### src/rtl/core/cfq_pkg.sv
// cuckoo filter package: constants, item types and hash helper functions
// no dependencies
package cfq_pkg;

    localparam int BUCKET_DEPTH = 1024;
    localparam int IDX_W        = 10;
    localparam int KICK_LIMIT   = 500;
    localparam int KICK_W       = 9;
    localparam int ADDR_W       = 5;

    localparam logic [63:0] FP_SALT  = 64'hc6a4a7935bd1e995;
    localparam logic [63:0] CITY_MUL = 64'h9ddfea08eb382d69;
    localparam logic [63:0] FMIX_M1  = 64'hff51afd7ed558ccd;
    localparam logic [63:0] FMIX_M2  = 64'hc4ceb9fe1a85ec53;

    localparam logic [1:0] MODE_QUERY  = 2'd0;
    localparam logic [1:0] MODE_INSERT = 2'd1;
    localparam logic [1:0] MODE_CLEAR  = 2'd2;
    localparam logic [1:0] MODE_UNUSED = 2'd3;

    localparam logic [ADDR_W-1:0] REG_WIDE = 5'h00;
    localparam logic [ADDR_W-1:0] REG_SEED = 5'h08;
    localparam logic [ADDR_W-1:0] REG_BCNT = 5'h10;

    typedef struct packed {
        logic [1:0]  mode;
        logic [63:0] key_hash;
    } req_t;

    typedef struct packed {
        logic              success;
        logic [KICK_W-1:0] kicks_used;
    } rsp_t;

    // 64x64 low product from three 32x32 partial products
    typedef struct packed {
        logic [63:0] ll;
        logic [31:0] lh;
        logic [31:0] hl;
    } part_t;

    function automatic part_t mul_parts(input logic [63:0] a, input logic [63:0] b);
        part_t p;
        p.ll = {32'd0, a[31:0]} * {32'd0, b[31:0]};
        p.lh = a[31:0] * b[63:32];
        p.hl = a[63:32] * b[31:0];
        return p;
    endfunction

    function automatic logic [63:0] mul_sum(input part_t p);
        return p.ll + {p.lh + p.hl, 32'd0};
    endfunction

endpackage

### src/rtl/core/cfq_mixer.sv
// shared multi-cycle mixing unit: fmix64 and city 128-to-64 mix
// depends on cfq_pkg; one 64x64 multiply done as partial products per step
module cfq_mixer (
    input  logic        clk,
    input  logic        rst_n,
    input  logic        start,
    input  logic        city,
    input  logic [63:0] lo,
    input  logic [63:0] hi,
    output logic        done,
    output logic [63:0] result
);
    // program: mul steps with pre/post xor-shifts
    typedef enum logic [3:0] {
        S_IDLE = 4'b0001,
        S_PART = 4'b0010,
        S_SUM  = 4'b0100,
        S_DONE = 4'b1000
    } mstate_t;

    mstate_t state_reg, state_next;
    logic [63:0] x_reg, x_next;
    logic [63:0] hi_reg, hi_next;
    logic [1:0]  step_reg, step_next;
    logic        city_reg, city_next;
    cfq_pkg::part_t part_reg, part_next;
    logic [63:0] mul_const, prod;

    always_comb
    begin
        unique case ({city_reg, step_reg})
            3'b000:  mul_const = cfq_pkg::FMIX_M1;
            3'b001:  mul_const = cfq_pkg::FMIX_M2;
            default: mul_const = cfq_pkg::CITY_MUL;
        endcase
    end

    assign prod = cfq_pkg::mul_sum(part_reg);

    always_comb
    begin
        state_next = state_reg;
        x_next     = x_reg;
        hi_next    = hi_reg;
        step_next  = step_reg;
        city_next  = city_reg;
        part_next  = part_reg;
        unique case (state_reg)
            S_IDLE, S_DONE:
            begin
                state_next = S_IDLE;
                if (start)
                begin
                    city_next = city;
                    hi_next   = hi;
                    step_next = 2'd0;
                    x_next    = city ? (lo ^ hi) : (lo ^ (lo >> 33));
                    state_next = S_PART;
                end
            end
            S_PART:
            begin
                part_next  = cfq_pkg::mul_parts(x_reg, mul_const);
                state_next = S_SUM;
            end
            S_SUM:
            begin
                state_next = S_PART;
                step_next  = step_reg + 2'd1;
                if (!city_reg)
                begin
                    x_next = prod ^ (prod >> 33);
                    if (step_reg == 2'd1)
                        state_next = S_DONE;
                end
                else
                begin
                    unique case (step_reg)
                        2'd0:    x_next = hi_reg ^ (prod ^ (prod >> 47));
                        2'd1:    x_next = prod ^ (prod >> 47);
                        default:
                        begin
                            x_next     = prod;
                            state_next = S_DONE;
                        end
                    endcase
                end
            end
            default: state_next = S_IDLE;
        endcase
    end

    always_ff @(posedge clk or negedge rst_n)
    begin
        if (!rst_n)
        begin
            state_reg <= S_IDLE;
        end
        else
        begin
            state_reg <= state_next;
        end
    end

    always_ff @(posedge clk)
    begin
        x_reg    <= x_next;
        hi_reg   <= hi_next;
        step_reg <= step_next;
        city_reg <= city_next;
        part_reg <= part_next;
    end

    assign done   = (state_reg == S_DONE);
    assign result = x_reg;

    a_done_pulse: assert property (@(posedge clk) disable iff (!rst_n)
        done |=> !done) else $error("mixer done held");
    a_start_idle: assert property (@(posedge clk) disable iff (!rst_n)
        done |-> $past(state_reg) == S_SUM) else $error("mixer done out of order");
    a_step_range: assert property (@(posedge clk) disable iff (!rst_n)
        !city_reg && state_reg == S_SUM |-> step_reg <= 2'd1)
        else $error("fmix step overrun");
endmodule

### config.mk
export PLATFORM = sky130hd
export DESIGN_NAME = cfq_mixer
export DESIGN_NICKNAME = d
export VERILOG_FILES = /design/src/rtl/core/cfq_pkg.sv /design/src/rtl/core/cfq_mixer.sv
export SDC_FILE = /design/constraint.sdc
export NUM_CORES = 2
export LEC_CHECK = 0
export ABC_CLOCK_PERIOD_IN_PS = 19600
export BUFFER_PORTS_ARGS = -buffer_cell sky130_fd_sc_hd__clkbuf_2
export CORE_ASPECT_RATIO = 0.75
export CORE_MARGIN = 3
export CORE_UTILIZATION = 55
export CTS_CLUSTER_DIAMETER = 150
export DETAILED_ROUTE_END_ITERATION = 12
export GPL_TIMING_DRIVEN = 0
export PLACE_DENSITY = 0.72
export SLEW_MARGIN = 40
export SYNTH_ARGS = -nofsm -noshare
export SYNTH_HDL_FRONTEND = slang
export SYNTH_SLANG_ARGS = --single-unit
export TNS_END_PERCENT = 100
### constraint.sdc
create_clock -name clk -period 19.6 [get_ports clk]
set_input_delay 4.9 -clock clk [delete_from_list [all_inputs] [get_ports clk]]
set_output_delay 4.9 -clock clk [all_outputs]
set_load 0.05 [all_outputs]
-- Yosys cells after proc, flatten, opt, wreduce, memory -nomap -nowiden
Cells that the tools add are included.
- input port bits: 132
- logic and storage cells: 46
- output and inout bits: 65
- register bits after elaboration: 263
- $add $sub $neg: 3
- bitwise logic cells: 5
- multiplexer cells: 13
- reduce and logical (&&, ||, !) cells: 7
- $mul: 3
- eq/ne operators: 7
- operators with widths (operator ; count):
    one-hot mux 64 bit (2 select lines) ; 2
    2-to-1 mux 64 bit ; 3
    XOR 64 x 31 -> 64 bit ; 2
    XOR 64 bit ; 2
    one-hot mux 63 bit (2 select lines) ; 1
    adder 64 bit ; 1
    multiplier 32 x 32 -> 32 bit ; 2
    multiplier 32 x 32 -> 64 bit ; 1
    XOR 64 x 17 -> 64 bit ; 1
    adder 32 bit ; 1
    2-to-1 mux 4 bit ; 3
    one-hot mux 4 bit (3 select lines) ; 1
    == test 4 x 1 -> 1 bit, second input constant ; 1
    == test 4 x 2 -> 1 bit, second input constant ; 1
    == test 4 x 3 -> 1 bit, second input constant ; 1
    == test 4 bit, second input constant ; 1
    2-to-1 mux 2 bit ; 2
    one-hot mux 2 bit (2 select lines) ; 1
    AND reduction 2 bit ; 2
    OR reduction 2 bit ; 2
    == test 3 x 1 -> 1 bit, second input constant ; 1
    logical NOT 3 bit ; 1
    adder 2 x 1 -> 2 bit, second input constant ; 1
    == test 2 x 1 -> 1 bit, second input constant ; 1
    3 further kinds ; 3

-- Logic depth before layout (Yosys ltp)
- word-level depth: 7
- gate-level depth with buffers: 37

-- Worst setup path before layout
No wires, ideal clock.
- path type: reg-to-reg
- from: reg state_reg[1]
- to: reg part_reg[0] in the netlist's numbering, enable pin
- period minus slack after synthesis: 14510 ps
- stages on the path, launching flop included: 2
- library setup time: 972 ps
- path buffers: 0
- data arrival time: 13538 ps
- path slack: 5090 ps
- cell sequence: dfrtp_1 > nor4b_1
- longest elaborated chain between the ends: 1
- RTL lines (item ; line ; RTL):
    start: declaration ; cfq_mixer.sv:21 ; mstate_t state_reg, state_next;
    start signal: assignment ; cfq_mixer.sv:101 ; state_reg <= state_next;
    == test 4 x 2 -> 1 bit ; cfq_mixer.sv:48 ; unique case (state_reg)
    end signal: assignment ; cfq_mixer.sv:111 ; part_reg <= part_next;
    end: declaration ; cfq_mixer.sv:26 ; cfq_pkg::part_t part_reg, part_next;
No other way between the ends.
A chain may end at the register's enable or synchronous reset.

-- Final worst setup path
- from: reg step_reg[0]
- to: reg part_reg[63] in the netlist's numbering (data pin)
- longest elaborated chain between the ends: 3
- RTL lines (item ; line ; RTL):
    start: declaration ; cfq_mixer.sv:24 ; logic [1:0] step_reg, step_next;
    start signal: assignment ; cfq_mixer.sv:109 ; step_reg <= step_next;
    == test 3 x 1 -> 1 bit / logical NOT 3 bit (equally long branches) ; cfq_mixer.sv:31 ; unique case ({city_reg, step_reg})
    one-hot mux 63 bit (2 select lines) (*) ; cfq_mixer.sv:31 ;
    multiplier 32 x 32 -> 32 bit (*) ; cfq_pkg.sv:45 ; p.lh = a[31:0] * b[63:32];
Every way passes the cells marked *; elsewhere a longest branch is shown, timed or not.

==> metrics.yaml <==
floorplanning:
  die_h_um: 308.8
  dieArea_um2: 126500
  core-area_um2: 120700
  initial_core_util: 0.5571
  die_w_um: 409.7
  rows: 110
  ios: 197
placed_design:
  place_hpwl_um: 239700
  place.gp.congestion: 1.069
  port_buffers: 196
final_layout:
  area_delta_synth_final_pct: 7.937
  multi_input_area_um2: 52380
  seq_area_um2: 7879
  largest_reg_flops: 128
  final_nets: 9327
  final_common_cell: "inv_1"
  final_cell_mix: "inv_1 (1854), fa_1 (1476), ha_1 (710), nand2_1 (399), edfxtp_1 (259)"
  drive_gt1_frac: 0.06587
  nFillCells: 10430
global_routing:
  grt_pass1_vias: 52100
  global_route.usage.met1: 0.6177
  gr-total-overflow: 0
  antenna_found_initial: 26
  grt_busiest_layer: "met1"
  grt_pass1_wl_um: 383800
  grt_max_degree: 41
  use_met2: 0.5749
  track_usage: 0.4366
  use_met3: 0.2314
clocking:
  postCtsSetupBuffers: 0
  htree_levels: 1
  clk_pin_slew_worst_paths_ns: 0.08
  numCtsBuffers: 27
  cts_tree: "done"
  clock_sinks: 263
  hold_buffers: 0
  clkLatencyLatePin_ns: 0.63
  root_buffer: "clkbuf_16"
  clockBufferDepth: 3
  cts_resized: 0
flow_run:
  cap_viol_max_count: 0
timing:
  min_period_ns: 12.19
  fin_skew_ns: 0.03733
  hold_violations: 0
  fmax_mhz: 82.04
  max_slew_margin: 0.2853
  fin_crit_sh: 0.6219
  final.setup.tns_ns: 0
  timing.hold.ws_ns: 0.5665
  slew_viol_final: 0
  setup_viol: 0
  rsz0062_at_grt: "no"
  worst_pin_slew_ns: 1.064
route:
  drt_wl_total_um: 271900
  route.detailed.drc: 0
  vias_per_cell: 5.901
  dr.pass1.iters: 6
  num_vias: 51110
  dr.first_iter.drc_count: 6475
  routedWlPerCell_um: 31.39
  ant_nets: 0
logic_synthesis:
  syn_avg_cell_area_um2: 10.10
  synth_edf_count: 259
  synthFlopType: "edfxtp_1"
  seq_area_frac_synth: 0.1172
  synthArstFlopShare: 0.01521
  synthDistinctLibCells: 81
  yosys_warnings: 0
  synth_area_um2: 67240
  synthCells: 6660
  synth_seq_cells: 263
critical_path:
  critPathMaxFanout: 10
  path_class: "flip-flop to flip-flop"
  max_stage_delay_ns: 0.73
  crit_arrival_ns: 12.46
  start_kind: "flip-flop"
  cpMostUsedCell: "fa_1"
  crit_slowest_cell: "nand2_2"
  cp-end-kind: "flip-flop"
  worstPathRequired_ns: 19.87
status:
  status: "completed"
min_path:
  hp-class: "flip-flop to flip-flop"
-- kinds of logic after synthesis --
logic type,synth area share
simple gates,0.06766
compound gates,0.06973
mux,0.007815
xor+xnor,0.05493
other cells,0.0001117
fa+ha+maj,0.5716
flops,0.1172
buf+inv,0.1110
-- cell type report --
type                       instances  area share
antenna                            9   0.0003103
buffer                           128    0.007310
tap                             1624     0.02800
clock inverter                    20    0.002672
timing repair buffer             280     0.02571
sequential                       263      0.1086
multi-input combinational       4449      0.7218
clock buffer                      29    0.009413
inverter                        1860     0.09623
-- per-stage QoR --
stage	util	instance area [um^2]	setup WS (ns)	instances
after floorplan	-	67390	5.090	6700
after global routing	0.6011	72560	7.067	8655
after detailed placement	0.5934	71620	7.781	8603
after CTS	0.6007	72500	7.780	8652
final	0.6013	72570	7.411	8662
after global placement	0.5833	70400	-1.549	8520
-- cells in the mapped netlist (8+ instances only) --
cell type	count	area, um^2
a221oi_1	8	70.07
a21o_1	110	825.8
nor3b_1	8	60.06
a21oi_1	251	1256
and2_1	38	237.7
nor2b_1	38	237.7
clkbuf_1	113	424.2
xor2_1	132	1156
and4_1	16	140.1
fa_1	1476	29550
o21ai_0	158	790.8
and3_1	37	231.5
a211oi_1	27	202.7
a211o_1	12	105.1
xnor2_1	281	2461
o21ai_1	13	65.06
nand4_1	17	106.4
or3_1	8	50.05
edfxtp_1	259	7777
nand2_1	401	1505
o21bai_1	32	240.2
a31oi_1	24	150.1
mux2i_1	48	480.5
ha_1	710	8884
o21a_1	21	157.7
inv_1	1855	6963
nor2_1	273	1025
or2_2	12	75.07
nand2b_1	40	250.2
o211ai_1	24	180.2
buf_1	14	52.55
nor3_1	38	190.2
nand3_1	53	265.3
-- worst paths after layout --
check / start / endpoint / slack, ns / cells after the start
setup / recovery: step_reg[0]$_SDFFCE_PN0P_ / part_reg[63]$_DFFE_PN_ / 7.41 / 34
hold / removal: state_reg[2]$_DFF_PN0_ / state_reg[2]$_DFF_PN0_ / 0.57 / 1
setup reg to reg: step_reg[0]$_SDFFCE_PN0P_ / part_reg[63]$_DFFE_PN_ / 7.41 / 34
hold reg to reg: state_reg[2]$_DFF_PN0_ / state_reg[2]$_DFF_PN0_ / 0.57 / 1
max in group asynchronous: rst_n / state_reg[0]$_DFF_PN1_ / 15.30 / 1
min in group asynchronous: rst_n / state_reg[1]$_DFF_PN0_ / 4.08 / 1
-- per-layer routing --
| layer | wire [um] | part of all wire |
|---|---|---|
| met1 | 109200 | 0.40 |
| met2 | 104300 | 0.38 |
| met3 | 47340 | 0.17 |
| met4 | 10820 | 0.040 |
| met5 | 266 | 0.00098 |
-- critical path: cells and delay by family (launching register included) --
| family | cells | cell delay (ns) |
|---|---|---|
| AOI/OAI and AO/OA | 8 | 2.30 |
| buffers and inverters | 10 | 2.35 |
| xor gates and xnor gates | 1 | 0.37 |
| adders and majority gates | 10 | 4.39 |
| DFF | 1 | 0.42 |
| and+or+nand+nor | 5 | 1.96 |
Power is not shown: default switching activity piles up to over one toggle a cycle in this logic, so the estimate is an artifact.
